`src/rtl/tvce_pkg.sv`:
```
// ----------------------------------------------------------------------------
// tvce_pkg
// Shared widths, constants, command codes and the arctangent table.
// ----------------------------------------------------------------------------
`timescale 1ns / 1ps
`default_nettype none
package tvce_pkg;

  localparam int unsigned FracBits    = 8;
  localparam int unsigned CordicSteps = 16;
  localparam int unsigned AtanEntries = 24;

  localparam int unsigned CoordW = 24;
  localparam int unsigned AngW   = 17;
  localparam int unsigned HeadW  = 16;
  localparam int unsigned PixW   = 16;
  localparam int unsigned CmdW   = 3;
  localparam int unsigned RotW   = 33;
  localparam int unsigned ZW     = 26;
  localparam int unsigned ItW    = 5;
  localparam int unsigned ProdW  = CoordW + RotW;

  localparam logic signed [RotW-1:0] CordicGain = 33'sd652032874;

  localparam logic [HeadW-1:0] QuarterTurn = 16'd11520;
  localparam logic [HeadW-1:0] FarLimit    = 16'd34560;
  localparam logic [HeadW-1:0] FullTurn    = 16'd46080;

  typedef enum logic [CmdW-1:0] {
    CMD_DRAW        = 3'd0,
    CMD_WARP        = 3'd1,
    CMD_TURN        = 3'd2,
    CMD_SET_HEADING = 3'd3,
    CMD_SET_POINT   = 3'd4,
    CMD_MOVE_TO     = 3'd5
  } cmd_e;

  typedef enum logic [0:0] {
    REG_WINDOW_LEFT = 1'b0,
    REG_WINDOW_TOP  = 1'b1
  } reg_e;

  typedef struct packed {
    logic                   done;
    logic signed [RotW-1:0] cos_v;
    logic signed [RotW-1:0] sin_v;
  } rot_res_t;

  function automatic logic signed [ZW-1:0] atan_f(input logic [ItW-1:0] idx);
    logic signed [ZW-1:0] v;
    unique case (idx)
      5'd0:  v = 26'sd2949120;
      5'd1:  v = 26'sd1740968;
      5'd2:  v = 26'sd919879;
      5'd3:  v = 26'sd466945;
      5'd4:  v = 26'sd234379;
      5'd5:  v = 26'sd117304;
      5'd6:  v = 26'sd58666;
      5'd7:  v = 26'sd29335;
      5'd8:  v = 26'sd14668;
      5'd9:  v = 26'sd7334;
      5'd10: v = 26'sd3667;
      5'd11: v = 26'sd1833;
      5'd12: v = 26'sd917;
      5'd13: v = 26'sd458;
      5'd14: v = 26'sd229;
      5'd15: v = 26'sd115;
      5'd16: v = 26'sd57;
      5'd17: v = 26'sd29;
      5'd18: v = 26'sd14;
      5'd19: v = 26'sd7;
      5'd20: v = 26'sd4;
      5'd21: v = 26'sd2;
      5'd22: v = 26'sd1;
      default: v = '0;
    endcase
    return v;
  endfunction

endpackage
`default_nettype wire

```
`src/rtl/tvce_if.sv`:
```
// ----------------------------------------------------------------------------
// tvce_if
// Valid/ready channels for commands and segment results.
// ----------------------------------------------------------------------------
`timescale 1ns / 1ps
`default_nettype none
interface tvce_cmd_if;
  logic                                  valid;
  logic                                  ready;
  logic [tvce_pkg::CmdW-1:0]             cmd;
  logic signed [tvce_pkg::CoordW-1:0]    step_length;
  logic signed [tvce_pkg::AngW-1:0]      angle_value;
  logic signed [tvce_pkg::CoordW-1:0]    point_x;
  logic signed [tvce_pkg::CoordW-1:0]    point_y;
  modport source (output valid, cmd, step_length, angle_value, point_x, point_y,
                  input ready);
  modport sink (input valid, cmd, step_length, angle_value, point_x, point_y,
                output ready);
endinterface

interface tvce_seg_if;
  logic                                  valid;
  logic                                  ready;
  logic                                  draw;
  logic signed [tvce_pkg::PixW-1:0]      seg_x0;
  logic signed [tvce_pkg::PixW-1:0]      seg_y0;
  logic signed [tvce_pkg::PixW-1:0]      seg_x1;
  logic signed [tvce_pkg::PixW-1:0]      seg_y1;
  logic signed [tvce_pkg::CoordW-1:0]    cur_x;
  logic signed [tvce_pkg::CoordW-1:0]    cur_y;
  modport source (output valid, draw, seg_x0, seg_y0, seg_x1, seg_y1, cur_x, cur_y,
                  input ready);
  modport sink (input valid, draw, seg_x0, seg_y0, seg_x1, seg_y1, cur_x, cur_y,
                output ready);
endinterface
`default_nettype wire

```
`src/rtl/tvce_cordic.sv`:
```
// ----------------------------------------------------------------------------
// tvce_cordic
// Iterative rotation CORDIC, one micro-rotation per cycle.
// ----------------------------------------------------------------------------
`timescale 1ns / 1ps
`default_nettype none
module tvce_cordic #(
  parameter int unsigned CORDIC_STEPS = tvce_pkg::CordicSteps
) (
  input  wire logic                          clk_i,
  input  wire logic                          rst_ni,
  input  wire logic                          start_i,
  input  wire logic [tvce_pkg::HeadW-1:0]    heading_i,
  output tvce_pkg::rot_res_t                 res_o
);
  localparam int unsigned Steps = (CORDIC_STEPS > tvce_pkg::AtanEntries) ?
                                  tvce_pkg::AtanEntries : CORDIC_STEPS;
  localparam logic [tvce_pkg::ItW-1:0] LastIt = tvce_pkg::ItW'(Steps - 1);

  logic                                busy_q, busy_d, done_q, done_d;
  logic [tvce_pkg::ItW-1:0]            it_q, it_d;
  logic signed [tvce_pkg::RotW-1:0]    x_q, x_d, y_q, y_d, xs, ys;
  logic signed [tvce_pkg::ZW-1:0]      z_q, z_d;
  logic                                flip_q, flip_d;
  logic signed [tvce_pkg::HeadW:0]     hs, fold;

  // fold heading into -90..+90 degrees
  always_comb begin
    hs     = $signed({1'b0, heading_i});
    flip_d = flip_q;
    if (heading_i <= tvce_pkg::QuarterTurn) begin
      fold = hs;
    end else if (heading_i < tvce_pkg::FarLimit) begin
      fold = hs - 17'sd23040;
    end else begin
      fold = hs - 17'sd46080;
    end
    if (start_i) begin
      flip_d = (heading_i > tvce_pkg::QuarterTurn) && (heading_i < tvce_pkg::FarLimit);
    end
  end

  always_comb begin
    xs     = x_q >>> it_q;
    ys     = y_q >>> it_q;
    x_d    = x_q;
    y_d    = y_q;
    z_d    = z_q;
    it_d   = it_q;
    busy_d = busy_q;
    done_d = 1'b0;
    if (start_i) begin
      x_d    = tvce_pkg::CordicGain;
      y_d    = '0;
      z_d    = {fold, 9'b0};
      it_d   = '0;
      busy_d = 1'b1;
    end else if (busy_q) begin
      if (!z_q[tvce_pkg::ZW-1]) begin
        x_d = x_q - ys;
        y_d = y_q + xs;
        z_d = z_q - tvce_pkg::atan_f(it_q);
      end else begin
        x_d = x_q + ys;
        y_d = y_q - xs;
        z_d = z_q + tvce_pkg::atan_f(it_q);
      end
      it_d = it_q + 1'b1;
      if (it_q == LastIt) begin
        busy_d = 1'b0;
        done_d = 1'b1;
      end
    end
  end

  always_ff @(posedge clk_i or negedge rst_ni) begin
    if (!rst_ni) begin
      busy_q <= 1'b0;
      done_q <= 1'b0;
      it_q   <= '0;
    end else begin
      busy_q <= busy_d;
      done_q <= done_d;
      it_q   <= it_d;
    end
  end

  always_ff @(posedge clk_i) begin
    x_q    <= x_d;
    y_q    <= y_d;
    z_q    <= z_d;
    flip_q <= flip_d;
  end

  assign res_o.done  = done_q;
  assign res_o.cos_v = flip_q ? -x_q : x_q;
  assign res_o.sin_v = flip_q ? -y_q : y_q;
endmodule
`default_nettype wire

```
`src/rtl/tvce_smul.sv`:
```
// ----------------------------------------------------------------------------
// tvce_smul
// Bit-serial signed multiplier, one multiplier bit per cycle.
// ----------------------------------------------------------------------------
`timescale 1ns / 1ps
`default_nettype none
module tvce_smul #(
  parameter int unsigned A_W = tvce_pkg::CoordW,
  parameter int unsigned B_W = tvce_pkg::RotW
) (
  input  wire logic                    clk_i,
  input  wire logic                    rst_ni,
  input  wire logic                    start_i,
  input  wire logic signed [A_W-1:0]   a_i,
  input  wire logic signed [B_W-1:0]   b_i,
  output logic                         done_o,
  output logic signed [A_W+B_W-1:0]    p_o
);
  localparam int unsigned PW   = A_W + B_W;
  localparam int unsigned CntW = (A_W > 1) ? $clog2(A_W) : 1;
  localparam logic [CntW-1:0] LastCnt = CntW'(A_W - 1);

  logic                 busy_q, busy_d, done_q, done_d;
  logic [CntW-1:0]      cnt_q, cnt_d;
  logic [A_W-1:0]       a_q, a_d;
  logic signed [PW-1:0] b_q, b_d, acc_q, acc_d, addend;

  always_comb begin
    addend = a_q[0] ? b_q : '0;
    a_d    = a_q;
    b_d    = b_q;
    acc_d  = acc_q;
    cnt_d  = cnt_q;
    busy_d = busy_q;
    done_d = 1'b0;
    if (start_i) begin
      a_d    = a_i;
      b_d    = PW'(b_i);
      acc_d  = '0;
      cnt_d  = '0;
      busy_d = 1'b1;
    end else if (busy_q) begin
      // top multiplier bit carries negative weight
      acc_d = (cnt_q == LastCnt) ? acc_q - addend : acc_q + addend;
      a_d   = a_q >> 1;
      b_d   = b_q <<< 1;
      cnt_d = cnt_q + 1'b1;
      if (cnt_q == LastCnt) begin
        busy_d = 1'b0;
        done_d = 1'b1;
      end
    end
  end

  always_ff @(posedge clk_i or negedge rst_ni) begin
    if (!rst_ni) begin
      busy_q <= 1'b0;
      done_q <= 1'b0;
      cnt_q  <= '0;
    end else begin
      busy_q <= busy_d;
      done_q <= done_d;
      cnt_q  <= cnt_d;
    end
  end

  always_ff @(posedge clk_i) begin
    a_q   <= a_d;
    b_q   <= b_d;
    acc_q <= acc_d;
  end

  assign done_o = done_q;
  assign p_o    = acc_q;
endmodule
`default_nettype wire

```
`src/rtl/turtle_vector_command_engine.sv`:
```
// ----------------------------------------------------------------------------
// turtle_vector_command_engine
// Turtle-graphics pen engine: heading, position and screen segment output.
//
//   channel  dir  kind          carries
//   in_i     in   valid/ready   cmd, step_length, angle_value, point_x, point_y
//   out_o    out  valid/ready   draw, seg_x0..seg_y1, cur_x, cur_y
//   apb      in   psel/penable  window_left (0x0), window_top (0x4)
//
// draw move and warp run the CORDIC, one rotation a cycle, then the serial
// multipliers, one length bit a cycle; other commands skip both.
// one command is in flight at a time. reset clears pen, heading and
// window_left and sets window_top to 128000; no clearing pass.
// a finished result waits in the output register while the next command runs.
// ----------------------------------------------------------------------------
`timescale 1ns / 1ps
`default_nettype none
module turtle_vector_command_engine #(
  parameter int unsigned CORDIC_STEPS = tvce_pkg::CordicSteps
) (
  input  wire logic         clk_i,
  input  wire logic         rst_ni,
  tvce_cmd_if.sink          in_i,
  tvce_seg_if.source        out_o,
  input  wire logic         psel,
  input  wire logic         penable,
  input  wire logic         pwrite,
  input  wire logic [2:0]   paddr,
  input  wire logic [31:0]  pwdata,
  output logic [31:0]       prdata,
  output logic              pready
);
  localparam int unsigned CW = tvce_pkg::CoordW;
  localparam logic [tvce_pkg::FracBits-1:0] Half =
    tvce_pkg::FracBits'(1) << (tvce_pkg::FracBits - 1);

  typedef enum logic [3:0] {
    ST_IDLE = 4'b0001,
    ST_ROT  = 4'b0010,
    ST_MUL  = 4'b0100,
    ST_FIN  = 4'b1000
  } state_e;

  state_e state_q, state_d;

  logic signed [CW-1:0] wl_q, wt_q, pen_x_q, pen_y_q, len_q, px_q, py_q;
  logic [tvce_pkg::CmdW-1:0]  cmd_q;
  logic [tvce_pkg::HeadW-1:0] head_q, head_d;
  logic                       acc_in, ld, rot_start, mul_done_c, mul_done_s;
  tvce_pkg::rot_res_t         rot;
  logic signed [tvce_pkg::ProdW-1:0] prod_c, prod_s;
  logic signed [18:0]         hsum;
  logic                       is_step, is_draw;
  logic signed [CW-1:0]       tx, ty;

  logic                       out_valid_q;
  logic                       draw_q;
  logic signed [tvce_pkg::PixW-1:0] sx0_q, sy0_q, sx1_q, sy1_q;

  function automatic logic signed [tvce_pkg::PixW-1:0] to_pix(input logic signed [CW:0] v);
    logic signed [CW:0]           q;
    logic [tvce_pkg::FracBits-1:0] r;
    logic                          rnd;
    logic signed [CW+1:0]          q1;
    q   = v >>> tvce_pkg::FracBits;
    r   = v[tvce_pkg::FracBits-1:0];
    rnd = (r > Half) || ((r == Half) && q[0]);
    q1  = $signed({q[CW], q}) + $signed({{(CW+1){1'b0}}, rnd});
    if (q1 > 26'sd32767) begin
      return 16'sh7fff;
    end else if (q1 < -26'sd32768) begin
      return 16'sh8000;
    end
    return q1[tvce_pkg::PixW-1:0];
  endfunction

  function automatic logic signed [CW-1:0] step_to(input logic signed [CW-1:0] pen,
                                                   input logic signed [tvce_pkg::ProdW-1:0] p);
    logic signed [tvce_pkg::ProdW-1:0] rs;
    logic signed [CW+3:0]              t;
    rs = p + (57'sd1 <<< 29);
    t  = $signed({{4{pen[CW-1]}}, pen}) + $signed({rs[56], rs[56:30]});
    if (t > 28'sd8388607) begin
      return 24'sh7fffff;
    end else if (t < -28'sd8388608) begin
      return 24'sh800000;
    end
    return t[CW-1:0];
  endfunction

  tvce_cordic #(.CORDIC_STEPS(CORDIC_STEPS)) u_cordic (
    .clk_i, .rst_ni, .start_i(rot_start), .heading_i(head_q), .res_o(rot)
  );

  tvce_smul #(.A_W(CW), .B_W(tvce_pkg::RotW)) u_mul_cos (
    .clk_i, .rst_ni, .start_i(rot.done), .a_i(len_q), .b_i(rot.cos_v),
    .done_o(mul_done_c), .p_o(prod_c)
  );

  tvce_smul #(.A_W(CW), .B_W(tvce_pkg::RotW)) u_mul_sin (
    .clk_i, .rst_ni, .start_i(rot.done), .a_i(len_q), .b_i(rot.sin_v),
    .done_o(mul_done_s), .p_o(prod_s)
  );

  assign in_i.ready = (state_q == ST_IDLE);
  assign acc_in     = in_i.valid && in_i.ready;
  assign ld         = (state_q == ST_FIN) && (!out_valid_q || out_o.ready);
  assign rot_start  = acc_in && ((in_i.cmd == tvce_pkg::CMD_DRAW) ||
                                 (in_i.cmd == tvce_pkg::CMD_WARP));

  // heading wrap into 0..360 degrees both ways
  always_comb begin
    head_d = head_q;
    hsum   = (in_i.cmd == tvce_pkg::CMD_TURN) ?
             $signed({3'b0, head_q}) + 19'(in_i.angle_value) : 19'(in_i.angle_value);
    if (hsum < -19'sd46080) begin
      hsum = hsum + 19'sd92160;
    end else if (hsum < 19'sd0) begin
      hsum = hsum + 19'sd46080;
    end else if (hsum >= 19'sd92160) begin
      hsum = hsum - 19'sd92160;
    end else if (hsum >= 19'sd46080) begin
      hsum = hsum - 19'sd46080;
    end
    if (acc_in && ((in_i.cmd == tvce_pkg::CMD_TURN) ||
                   (in_i.cmd == tvce_pkg::CMD_SET_HEADING))) begin
      head_d = hsum[tvce_pkg::HeadW-1:0];
    end
  end

  always_comb begin
    state_d = state_q;
    unique case (state_q)
      ST_IDLE: if (acc_in) state_d = rot_start ? ST_ROT : ST_FIN;
      ST_ROT:  if (rot.done) state_d = ST_MUL;
      ST_MUL:  if (mul_done_c) state_d = ST_FIN;
      ST_FIN:  if (ld) state_d = ST_IDLE;
      default: state_d = ST_IDLE;
    endcase
  end

  always_comb begin
    is_step = (cmd_q == tvce_pkg::CMD_DRAW) || (cmd_q == tvce_pkg::CMD_WARP);
    is_draw = (cmd_q == tvce_pkg::CMD_DRAW) || (cmd_q == tvce_pkg::CMD_MOVE_TO);
    tx = pen_x_q;
    ty = pen_y_q;
    if (is_step) begin
      tx = step_to(pen_x_q, prod_c);
      ty = step_to(pen_y_q, prod_s);
    end else if ((cmd_q == tvce_pkg::CMD_SET_POINT) ||
                 (cmd_q == tvce_pkg::CMD_MOVE_TO)) begin
      tx = px_q;
      ty = py_q;
    end
  end

  always_ff @(posedge clk_i or negedge rst_ni) begin
    if (!rst_ni) begin
      state_q     <= ST_IDLE;
      head_q      <= '0;
      pen_x_q     <= '0;
      pen_y_q     <= '0;
      wl_q        <= '0;
      wt_q        <= 24'sd128000;
      out_valid_q <= 1'b0;
    end else begin
      state_q <= state_d;
      head_q  <= head_d;
      if (ld) begin
        pen_x_q <= tx;
        pen_y_q <= ty;
      end
      if (psel && penable && pwrite && pready) begin
        if (paddr[2] == tvce_pkg::REG_WINDOW_TOP) begin
          wt_q <= pwdata[CW-1:0];
        end else begin
          wl_q <= pwdata[CW-1:0];
        end
      end
      if (ld) begin
        out_valid_q <= 1'b1;
      end else if (out_o.ready) begin
        out_valid_q <= 1'b0;
      end
    end
  end

  always_ff @(posedge clk_i) begin
    if (acc_in) begin
      cmd_q <= in_i.cmd;
      len_q <= in_i.step_length;
      px_q  <= in_i.point_x;
      py_q  <= in_i.point_y;
    end
    if (ld) begin
      draw_q <= is_draw;
      sx0_q  <= is_draw ? to_pix($signed({pen_x_q[CW-1], pen_x_q}) - $signed({wl_q[CW-1], wl_q})) : '0;
      sy0_q  <= is_draw ? to_pix($signed({wt_q[CW-1], wt_q}) - $signed({pen_y_q[CW-1], pen_y_q})) : '0;
      sx1_q  <= is_draw ? to_pix($signed({tx[CW-1], tx}) - $signed({wl_q[CW-1], wl_q})) : '0;
      sy1_q  <= is_draw ? to_pix($signed({wt_q[CW-1], wt_q}) - $signed({ty[CW-1], ty})) : '0;
    end
  end

  assign out_o.valid  = out_valid_q;
  assign out_o.draw   = draw_q;
  assign out_o.seg_x0 = sx0_q;
  assign out_o.seg_y0 = sy0_q;
  assign out_o.seg_x1 = sx1_q;
  assign out_o.seg_y1 = sy1_q;
  assign out_o.cur_x  = pen_x_q;
  assign out_o.cur_y  = pen_y_q;

  assign pready = 1'b1;
  assign prdata = (paddr[2] == tvce_pkg::REG_WINDOW_TOP) ? 32'(wt_q) : 32'(wl_q);

`ifndef ASSERT_OFF
  a_head_range: assert property (@(posedge clk_i) disable iff (!rst_ni)
    head_q < tvce_pkg::FullTurn) else $error("heading out of range");
  a_rot_state: assert property (@(posedge clk_i) disable iff (!rst_ni)
    rot.done |-> state_q == ST_ROT) else $error("rotation done outside rotate");
  a_mul_state: assert property (@(posedge clk_i) disable iff (!rst_ni)
    mul_done_c |-> (state_q == ST_MUL) && mul_done_s) else $error("multiply done stray");
  a_no_seg: assert property (@(posedge clk_i) disable iff (!rst_ni)
    (out_valid_q && !draw_q) |-> (sx0_q == '0) && (sy0_q == '0) && (sx1_q == '0) &&
    (sy1_q == '0)) else $error("segment on non-drawing result");
`endif
endmodule
`default_nettype wire
```
`src/flat_wrapper.sv`:
```
// flat-port wrapper written by rule: the top's interface ports become plain ports
module turtle_vector_command_engine_flat 
#(
  parameter int unsigned CORDIC_STEPS = tvce_pkg::CordicSteps
)
  (clk_i, rst_ni, psel, penable, pwrite, paddr, pwdata, prdata, pready, in_i_valid, in_i_cmd, in_i_step_length, in_i_angle_value, in_i_point_x, in_i_point_y, in_i_ready, out_o_valid, out_o_draw, out_o_seg_x0, out_o_seg_y0, out_o_seg_x1, out_o_seg_y1, out_o_cur_x, out_o_cur_y, out_o_ready);
  tvce_cmd_if in_i_i ();
  tvce_seg_if out_o_i ();
  input  wire logic clk_i;
  input  wire logic rst_ni;
  input  wire logic psel;
  input  wire logic penable;
  input  wire logic pwrite;
  input  wire logic [2:0] paddr;
  input  wire logic [31:0] pwdata;
  output logic [31:0] prdata;
  output logic pready;
  input wire logic [$bits(in_i_i.valid)-1:0] in_i_valid;
  input wire logic [$bits(in_i_i.cmd)-1:0] in_i_cmd;
  input wire logic [$bits(in_i_i.step_length)-1:0] in_i_step_length;
  input wire logic [$bits(in_i_i.angle_value)-1:0] in_i_angle_value;
  input wire logic [$bits(in_i_i.point_x)-1:0] in_i_point_x;
  input wire logic [$bits(in_i_i.point_y)-1:0] in_i_point_y;
  output wire logic [$bits(in_i_i.ready)-1:0] in_i_ready;
  output wire logic [$bits(out_o_i.valid)-1:0] out_o_valid;
  output wire logic [$bits(out_o_i.draw)-1:0] out_o_draw;
  output wire logic [$bits(out_o_i.seg_x0)-1:0] out_o_seg_x0;
  output wire logic [$bits(out_o_i.seg_y0)-1:0] out_o_seg_y0;
  output wire logic [$bits(out_o_i.seg_x1)-1:0] out_o_seg_x1;
  output wire logic [$bits(out_o_i.seg_y1)-1:0] out_o_seg_y1;
  output wire logic [$bits(out_o_i.cur_x)-1:0] out_o_cur_x;
  output wire logic [$bits(out_o_i.cur_y)-1:0] out_o_cur_y;
  input wire logic [$bits(out_o_i.ready)-1:0] out_o_ready;
  assign in_i_i.valid = in_i_valid;
  assign in_i_i.cmd = in_i_cmd;
  assign in_i_i.step_length = in_i_step_length;
  assign in_i_i.angle_value = in_i_angle_value;
  assign in_i_i.point_x = in_i_point_x;
  assign in_i_i.point_y = in_i_point_y;
  assign in_i_ready = in_i_i.ready;
  assign out_o_valid = out_o_i.valid;
  assign out_o_draw = out_o_i.draw;
  assign out_o_seg_x0 = out_o_i.seg_x0;
  assign out_o_seg_y0 = out_o_i.seg_y0;
  assign out_o_seg_x1 = out_o_i.seg_x1;
  assign out_o_seg_y1 = out_o_i.seg_y1;
  assign out_o_cur_x = out_o_i.cur_x;
  assign out_o_cur_y = out_o_i.cur_y;
  assign out_o_i.ready = out_o_ready;
  turtle_vector_command_engine #(.CORDIC_STEPS(CORDIC_STEPS)) u_core (.clk_i(clk_i), .rst_ni(rst_ni), .in_i(in_i_i), .out_o(out_o_i), .psel(psel), .penable(penable), .pwrite(pwrite), .paddr(paddr), .pwdata(pwdata), .prdata(prdata), .pready(pready));
endmodule
```
`config.mk`:
```
export PLATFORM = sky130hd
export DESIGN_NAME = turtle_vector_command_engine_flat
export DESIGN_NICKNAME = d
export VERILOG_FILES = /design/src/rtl/tvce_pkg.sv /design/src/rtl/tvce_if.sv /design/src/rtl/tvce_cordic.sv /design/src/rtl/tvce_smul.sv /design/src/rtl/turtle_vector_command_engine.sv /design/src/flat_wrapper.sv
export SDC_FILE = /design/constraint.sdc
export NUM_CORES = 2
export LEC_CHECK = 0
export ABC_AREA = 1
export BUFFER_PORTS_ARGS = -buffer_cell sky130_fd_sc_hd__buf_2
export CAP_MARGIN = 0
export CORE_MARGIN = 2
export CORE_UTILIZATION = 55
export CTS_CLUSTER_DIAMETER = 40
export DETAILED_ROUTE_END_ITERATION = 7
export HOLD_SLACK_MARGIN = 0.15
export PLACE_DENSITY = 0.72
export SLEW_MARGIN = 20
export SYNTH_ARGS = -nofsm -noshare
export SYNTH_HDL_FRONTEND = slang
export SYNTH_SLANG_ARGS = --single-unit
```
`constraint.sdc`:
```
create_clock -name clk_i -period 7.85 [get_ports clk_i]
set_clock_uncertainty 0.05 [all_clocks]
set_input_delay 1.1775 -clock clk_i [delete_from_list [all_inputs] [get_ports clk_i]]
set_output_delay 1.1775 -clock clk_i [all_outputs]
set_load 0.01 [all_outputs]
```
# [Word-level counts from Yosys, hierarchy flattened]
# Memory sizes are Yosys's and may differ from the RTL's.
# Index checks and enable logic that the tools add are counted.
[word_totals] memories=2 rom_bits=1408 reg_bits=646 out_inout_bits=148 elab_cells=251 input_bits=134
[memory_table] memory="(no name shown)" depth=32 word_bits=22 read_ports=1 rd_clocked_by_memory_dff=0 wr=0 line="tvce_pkg.sv:51" source="unique case (idx)"
[memory_table] memory="(no name shown)" depth=32 word_bits=22 read_ports=1 rd_clocked_by_memory_dff=0 wr=0 line="tvce_pkg.sv:51"
[op_classes] n_lt_le_gt_ge=23 n_mux=102 shift=2 bitwise_logic=1 add_sub_neg=34 n_reduce_logical=31 eq_ne=21
[op_table] cell="57-bit two-way mux" n=8
[op_table] cell="24-bit two-way mux" n=14
[op_table] cell="16-bit two-way mux" n=16
[op_table] cell="26-bit two-way mux" n=9
[op_table] cell="33-bit two-way mux" n=4
[op_table] cell="57-bit by 31-bit adder with 57-bit output, second input constant" n=2
[op_table] cell="57-bit adder" n=2
[op_table] cell="57-bit subtractor" n=2
[op_table] cell="26-bit by 16-bit greater-than comparator with 1-bit output, second input constant" n=4
[op_table] cell="26-bit by 16-bit less-than comparator with 1-bit output, second input constant" n=4
[op_table] cell="24-bit by 24-bit subtractor with 25-bit output" n=4
[op_table] cell="17-bit by 2-bit adder with 18-bit output" n=4
[op_table] cell="33-bit adder" n=2
[op_table] cell="33-bit negation" n=2
[op_table] cell="33-bit by 5-bit >>> shifter with 33-bit output" n=2
[op_table] cell="33-bit subtractor" n=2
[op_table] cell="24-bit by 27-bit adder with 28-bit output" n=2
[op_table] cell="28-bit by 24-bit greater-than comparator with 1-bit output, second input constant" n=2
[op_table] cell="28-bit by 24-bit less-than comparator with 1-bit output, second input constant" n=2
[op_table] cell="1-bit two-way mux" n=35
[op_table] cell="17-bit two-way mux" n=2
[op_table] cell="16-bit adder, second input constant" n=2
[op_table] cell="8-bit equality test, second input constant" n=4
[op_table] cell="8-bit greater-than comparator, second input constant" n=4
[op_table] cell="38 further kinds" n=80

# [Longest topological paths before layout]
[depth] depth_word=18 ltp_mapped=52 ltp_nobuf=51

# [Hierarchy]
# From an unflattened synthesis, not the netlist that was laid out.
[hier_totals] hier_cells=10253 area_unflattened_um2=65406.5
[modules_own_cells] module="turtle_vector_command_engine" area_per_inst_um2=24707.4 cells_each=3585 seq_area_each_um2=7140.6 instances=1
[modules_own_cells] module="tvce_cordic" area_per_inst_um2=16064.2 cells_each=2769 seq_area_each_um2=2217.1 instances=1
[modules_own_cells] module="tvce_smul at u_core.u_mul_cos" area_per_inst_um2=12355.6 cells_each=1942 seq_area_each_um2=3748.6 instances=1
[modules_own_cells] module="tvce_smul at u_core.u_mul_sin" area_per_inst_um2=12279.3 cells_each=1957 seq_area_each_um2=3748.6 instances=1

# [Worst setup path after synthesis]
# Ideal clock, no wire load.
[synth_timing] kind="flip-flop to flip-flop" startpoint="reg u_core.u_mul_sin.acc_q[29] (netlist: u_core.u_mul_sin.p_o[29])" endpoint="reg u_core.sy1_q (netlist bit u_core.out_o.seg_y1[4]), data pin" arrival_ps=6427 required_time_ps=7547 slack_ps=1120 period_less_slack_ps=6730 stages_incl_launch_ff=43 path_buffers=2 setup_time_ps=253 path_cell_list="dfxtp_1 -> ha_1 -> nand3_1 -> nor3_1 -> and3_1 -> nand3_1 -> nor2_1 -> nand2_1 -> or4_1 -> nor3_1 -> xnor2_1 -> inv_1 -> ha_1 -> a21o_1 -> a21oi_1 -> nor2_1 -> nor2_1 -> o21ai_0 -> (+7 left out) -> nand2_1 -> inv_1 -> fa_1 -> a21oi_2 -> o21ai_1 -> xnor2_1 -> nor2_2 -> ha_1 -> nand3_1 -> nor3_2 -> nand3_1 -> nand2_1 -> nand2_1 -> o21ai_1 -> inv_2 -> nand2_4 -> buf_6 -> nand2_1"
[synth_via] elab_chain_cells=18 word_cells_on_any_way=23 cone_classes="add/sub (4); order compare (5); eq/ne (1); mux (11); reduce/logical (2)"
[synth_rtl] element="start, declared" line="tvce_smul.sv:26" source="logic signed [PW-1:0] b_q, b_d, acc_q, acc_d, addend;"
[synth_rtl] element="start signal, assigned" line="tvce_smul.sv:70" source="acc_q <= acc_d;"
[synth_rtl] element="57-bit by 31-bit adder with 57-bit output *" line="turtle_vector_command_engine.sv:81" source="rs = p + (57'sd1 <<< 29);"
[synth_rtl] element="24-bit by 27-bit adder with 28-bit output *" line="turtle_vector_command_engine.sv:82" source="t = $signed({{4{pen[CW-1]}}, pen}) + $signed({rs[56], rs[56:30]});"
[synth_rtl] element="28-bit by 24-bit less-than comparator with 1-bit output" line="turtle_vector_command_engine.sv:85" source="end else if (t < -28'sd8388608) begin"
[synth_rtl] element="1-bit two-way mux" line="turtle_vector_command_engine.sv:85"
[synth_rtl] element="1-bit two-way mux" line="turtle_vector_command_engine.sv:83" source="if (t > 28'sd8388607) begin"
[synth_rtl] element="1-bit two-way mux" line="turtle_vector_command_engine.sv:147" source="if (is_step) begin"
[synth_rtl] element="24-bit two-way mux *" line="turtle_vector_command_engine.sv:88" source="return t[CW-1:0];"
[synth_rtl] element="24-bit two-way mux *" line="turtle_vector_command_engine.sv:147"
[synth_rtl] element="24-bit by 24-bit subtractor with 25-bit output *" line="turtle_vector_command_engine.sv:200" source="sy1_q <= is_draw ? to_pix($signed({wt_q[CW-1], wt_q}) - $signed({ty[CW-1], ty})) : '0;"
[synth_rtl] element="branches (longest 3 deep; another with 8-bit greater-than comparator)"
[synth_rtl] element="17-bit by 2-bit adder with 18-bit output *" line="turtle_vector_command_engine.sv:68" source="q1 = $signed({q[CW], q}) + $signed({{(CW+1){1'b0}}, rnd});"
[synth_rtl] element="26-bit by 16-bit less-than comparator with 1-bit output" line="turtle_vector_command_engine.sv:71" source="end else if (q1 < -26'sd32768) begin"
[synth_rtl] element="1-bit two-way mux" line="turtle_vector_command_engine.sv:71"
[synth_rtl] element="1-bit two-way mux" line="turtle_vector_command_engine.sv:69" source="if (q1 > 26'sd32767) begin"
[synth_rtl] element="1-bit two-way mux" line="turtle_vector_command_engine.sv:195" source="if (ld) begin"
[synth_rtl] element="16-bit two-way mux *" line="turtle_vector_command_engine.sv:74" source="return q1[tvce_pkg::PixW-1:0];"
[synth_rtl] element="end signal, assigned" line="turtle_vector_command_engine.sv:200"
[synth_rtl] element="end, declared" line="turtle_vector_command_engine.sv:58" source="logic signed [tvce_pkg::PixW-1:0] sx0_q, sy0_q, sx1_q, sy1_q;"
# Every way passes the cells marked *. The select of a mux whose other input is x is not followed.
# A chain may end at the register's enable or synchronous reset.

# [Final worst setup path]
[layout_timing] startpoint="reg u_core.u_mul_cos.acc_q[29] (netlist: u_core.u_mul_cos.p_o[29])" endpoint="reg u_core.sx1_q (netlist bit u_core.out_o.seg_x1[0]), data pin"
[layout_via] elab_chain_cells=18 word_cells_on_any_way=23 cone_classes="add/sub (4); order compare (5); eq/ne (1); mux (11); reduce/logical (2)"
[layout_rtl] element="start, declared" line="tvce_smul.sv:26"
[layout_rtl] element="start signal, assigned" line="tvce_smul.sv:70"
[layout_rtl] element="57-bit by 31-bit adder with 57-bit output *" line="turtle_vector_command_engine.sv:81"
[layout_rtl] element="24-bit by 27-bit adder with 28-bit output *" line="turtle_vector_command_engine.sv:82"
[layout_rtl] element="28-bit by 24-bit less-than comparator with 1-bit output" line="turtle_vector_command_engine.sv:85"
[layout_rtl] element="1-bit two-way mux" line="turtle_vector_command_engine.sv:85"
[layout_rtl] element="1-bit two-way mux" line="turtle_vector_command_engine.sv:83"
[layout_rtl] element="1-bit two-way mux" line="turtle_vector_command_engine.sv:147"
[layout_rtl] element="24-bit two-way mux *" line="turtle_vector_command_engine.sv:88"
[layout_rtl] element="24-bit two-way mux *" line="turtle_vector_command_engine.sv:147"
[layout_rtl] element="net u_core.tx[2]" line="turtle_vector_command_engine.sv:54" source="logic signed [CW-1:0] tx, ty;"
[layout_rtl] element="24-bit by 24-bit subtractor with 25-bit output *" line="turtle_vector_command_engine.sv:199" source="sx1_q <= is_draw ? to_pix($signed({tx[CW-1], tx}) - $signed({wl_q[CW-1], wl_q})) : '0;"
[layout_rtl] element="branches (longest 3 deep; another with 8-bit greater-than comparator)"
[layout_rtl] element="17-bit by 2-bit adder with 18-bit output *" line="turtle_vector_command_engine.sv:68"
[layout_rtl] element="26-bit by 16-bit less-than comparator with 1-bit output" line="turtle_vector_command_engine.sv:71"
[layout_rtl] element="1-bit two-way mux" line="turtle_vector_command_engine.sv:71"
[layout_rtl] element="1-bit two-way mux" line="turtle_vector_command_engine.sv:69"
[layout_rtl] element="1-bit two-way mux" line="turtle_vector_command_engine.sv:195"
[layout_rtl] element="16-bit two-way mux *" line="turtle_vector_command_engine.sv:74"
[layout_rtl] element="end signal, assigned" line="turtle_vector_command_engine.sv:199"
[layout_rtl] element="end, declared" line="turtle_vector_command_engine.sv:58"
# Mark *: on every way through the listed nets, which the timed path passes. The select of a mux whose other input is x is not followed.

==> impl_results.md <==
- Final WL: slightly above 200 mm
- Num rows: 122
- CTS tree: done
- Initial antenna violation count: 4
- Fill cells: 10700
- CTS root buf: clkbuf_16
- Synth Area per Inst: around 6.7 µm²
- Hold Slack: around 420 ps
- CTS H-Tree Depth: 3
- Crit-path max cell delay: ~360 ps
- GRT overflow: 0
- Synth top area share: 15.5%
- Commonest non-fill, non-tap cell in the layout: nand2_1
- Finished Core Util: 62.3%
- Slew margin rel.: 30.3%
- I/O Buffers: 270
- Synth area leader: edfxtp_1
- Least-Margin Pin Slew: 1040 ps
- Die W: 339 µm
- Crit Path Max Fanout: 15
- Worst r2r dst: u_core.out_o.seg_x1[0]
- Wire length per cell: approximately 18 µm
- Vias: 63600
- Fin crit share: 96.3%
- Count of flip-flops with a built-in enable after synthesis: 320
- Outcome: finished, final reports clean
- HPWL after detailed placement: 161 mm
- Largest net degree at the start of global routing: 133
- Ports: about 280
- Core area: ~0.11 mm²
- Crit-path slowest cell: dfxtp_2
- Num CTS Buffers: 111
- Starting DRT DRC Count: 5646
- Worst-skew pair later-pin latency: roughly 730 ps
- Critical Path End Type: flop
- Reg2reg path depth: 43
- RD Place Congestion: 1.01
- Clk slew on worst S/H paths: 50 ps
- Startpoint Class: flop
- Endpoints failing hold: 0
- Ys Warns: 0
- MaxCap Viol Count: 0
- Worst Hold Class: in -> async
- Routed vias/inst: 5.72
- Number of synthesized register bits: ~650
- FF-to-FF Start: u_core.u_mul_cos.p_o[29]
- Min Tclk post-route: between 7000 and 8000 ps
- Layout area overhead: 11.9%
- CP arrival: 7950 ps
- # DRC: 0
- CP dominant cell by count: nand2_1
- Layout cells sized above 1: 9.36%
- Number of global-route vias before repair: 59700
- Sink Count: 646
- FMAX: 132 MHz
- Post-DRT Antenna Nets: 0
- First-pass GRT wire length: 319 mm
- Setup Slack @ Placement: between 150 and 200 ps
- Crit Path Class: reg -> reg
- Hold_buf cts: 0
- Final setup violation count: 0
- Worst R2R Setup Slack: about 300 ps
- Seq/Total Area, Yosys: between 20 and 30%
- Die ar.: 0.115 mm²
- Initial Util: 55.6%
- Post-synthesis cell count: 9287
- Fin nets: 10100
- Synth top area cells: edfxtp_1 (16%), nand2_1 (15%), ha_1 (8.4%)
- Synthesized area: 0.0618 mm²
- Most used DFF post-synth: edfxtp_1
- Yosys cell types: 80
- Syn Nets: between 9000 and 10000
- Die Height: 339 µm
- Async set-reset flop share out of synthesis: 21.2%
- Final WS setup: 294 ps
- Clock Tree Buf Depth: 3
- Fin. max-slew vios: 0
- GRT Resource Usage Total: 34.2%
- WP data required: 8240 ps
- Most frequent cells in the layout: nand2_1 (2427), inv_1 (1254), nor2_1 (699)
- First-pass DRT Iterations: 8
==> routing by layer <==
layer	part of all wire, %	track usage, %
met1	42	44.0
met2	46	57.4
met3	7.2	4.24
met4	5.1	15.7
met5	0.0063	0
==> flip-flops by register name (all words and copies together) (netlist names), 24 cells and up <==
name,flops
u_core.wl_q,24
u_core.px_q,24
u_core.py_q,24
u_core.u_mul_sin.a_q,24
u_core.u_cordic.x_q,33
u_core.out_o.cur_x,24
u_core.len_q,24
u_core.u_mul_sin.p_o,57
u_core.u_mul_cos.a_q,24
u_core.u_cordic.y_q,33
u_core.u_mul_cos.p_o,57
u_core.u_mul_sin.b_q,57
u_core.u_mul_cos.b_q,57
u_core.wt_q,24
u_core.u_cordic.z_q,26
u_core.out_o.cur_y,24
==> cells in the mapped netlist, types with 17 or more instances <==
cell	count
a21boi_0	17
a21o_1	43
a21oi_1	598
a31oi_1	86
and3_1	20
buf_1	31
buf_2	47
buf_4	24
clkbuf_1	161
dfrtp_1	130
dfxtp_1	189
edfxtp_1	320
ha_1	415
inv_1	1258
inv_2	18
nand2_1	2436
nand2_2	29
nand3_1	628
nand3b_1	47
nand4_1	126
nor2_1	721
nor2_2	29
nor3_1	141
nor3_2	17
nor4_1	54
o211ai_1	52
o21a_1	25
o21ai_0	666
o21ai_1	37
o21bai_1	22
o221ai_1	32
o22ai_1	82
o31ai_1	23
or2_2	25
xnor2_1	132
xor2_1	427
==> what timing repair did <==
action | CTS | global route
gates resized for setup | 0 | 122
setup endpoints to repair | 0 | 32
setup buffers | 0 | 10
==> worst max-delay path, delay by kind of cell (launching register included) <==
family	cells	cell delay, ps
compound gates	10	1530
xor+xnor	3	640
fa+ha+maj	4	1110
buf+inv	4	650
flops	1	360
simple gates	22	2940
==> through the flow <==
stage                     TNS [ps]  instance area [µm²]  std cells
after floorplan                  0                61800       9287
after global placement           0                64700      10900
after detailed placement         0                64700      10900
after CTS                        0                68500      11100
after global routing         -3160                69200      11100
final                            0                69200      11100
==> cells by family after synthesis <==
logic type | count (synthesis) | share of synthesized area, %
compound gates | 1766 | 16.1
simple gates | 4316 | 29.7
other cells | 1 | 0.00607
xor+xnor | 572 | 8.26
fa+ha+maj | 427 | 8.79
buf+inv | 1559 | 9.88
flops | 646 | 27.2
==> worst max path at each step <==
stage | start | endpoint | slack [ps] | cells after the start
floorplan | u_core.u_mul_sin.p_o[29] | u_core.out_o.seg_y1[4] | 1120 | 42
global placement | u_core.u_mul_sin.p_o[30] | u_core.out_o.seg_y1[1] | 250 | 42
detailed placement | u_core.u_mul_sin.p_o[30] | u_core.out_o.seg_y1[2] | 150 | 45
CTS | u_core.u_mul_sin.p_o[30] | u_core.out_o.seg_y1[9] | 80 | 46
global route | u_core.u_mul_cos.p_o[29] | u_core.out_o.seg_x1[3] | -220 | 44
finish | u_core.u_mul_cos.p_o[29] | u_core.out_o.seg_x1[0] | 290 | 43
==> cell type report <==
type                            instances  area [µm²]  area share, %
Antenna cell                            1        2.50        0.00362
Clock buffer                          126        2880           4.16
Clock inverter                         86         962           1.39
Inverter                             1282        4820           6.97
Multi-Input combinational cell       7082       39500           57.0
Sequential cell                       646       16800           24.3
Tap cell                             1488        1860           2.69
Timing Repair Buffer                  396        2370           3.42
Power is left out: the tool's default activity adds up to more than one toggle a clock period on the data nets, which glitch-free logic cannot reach.
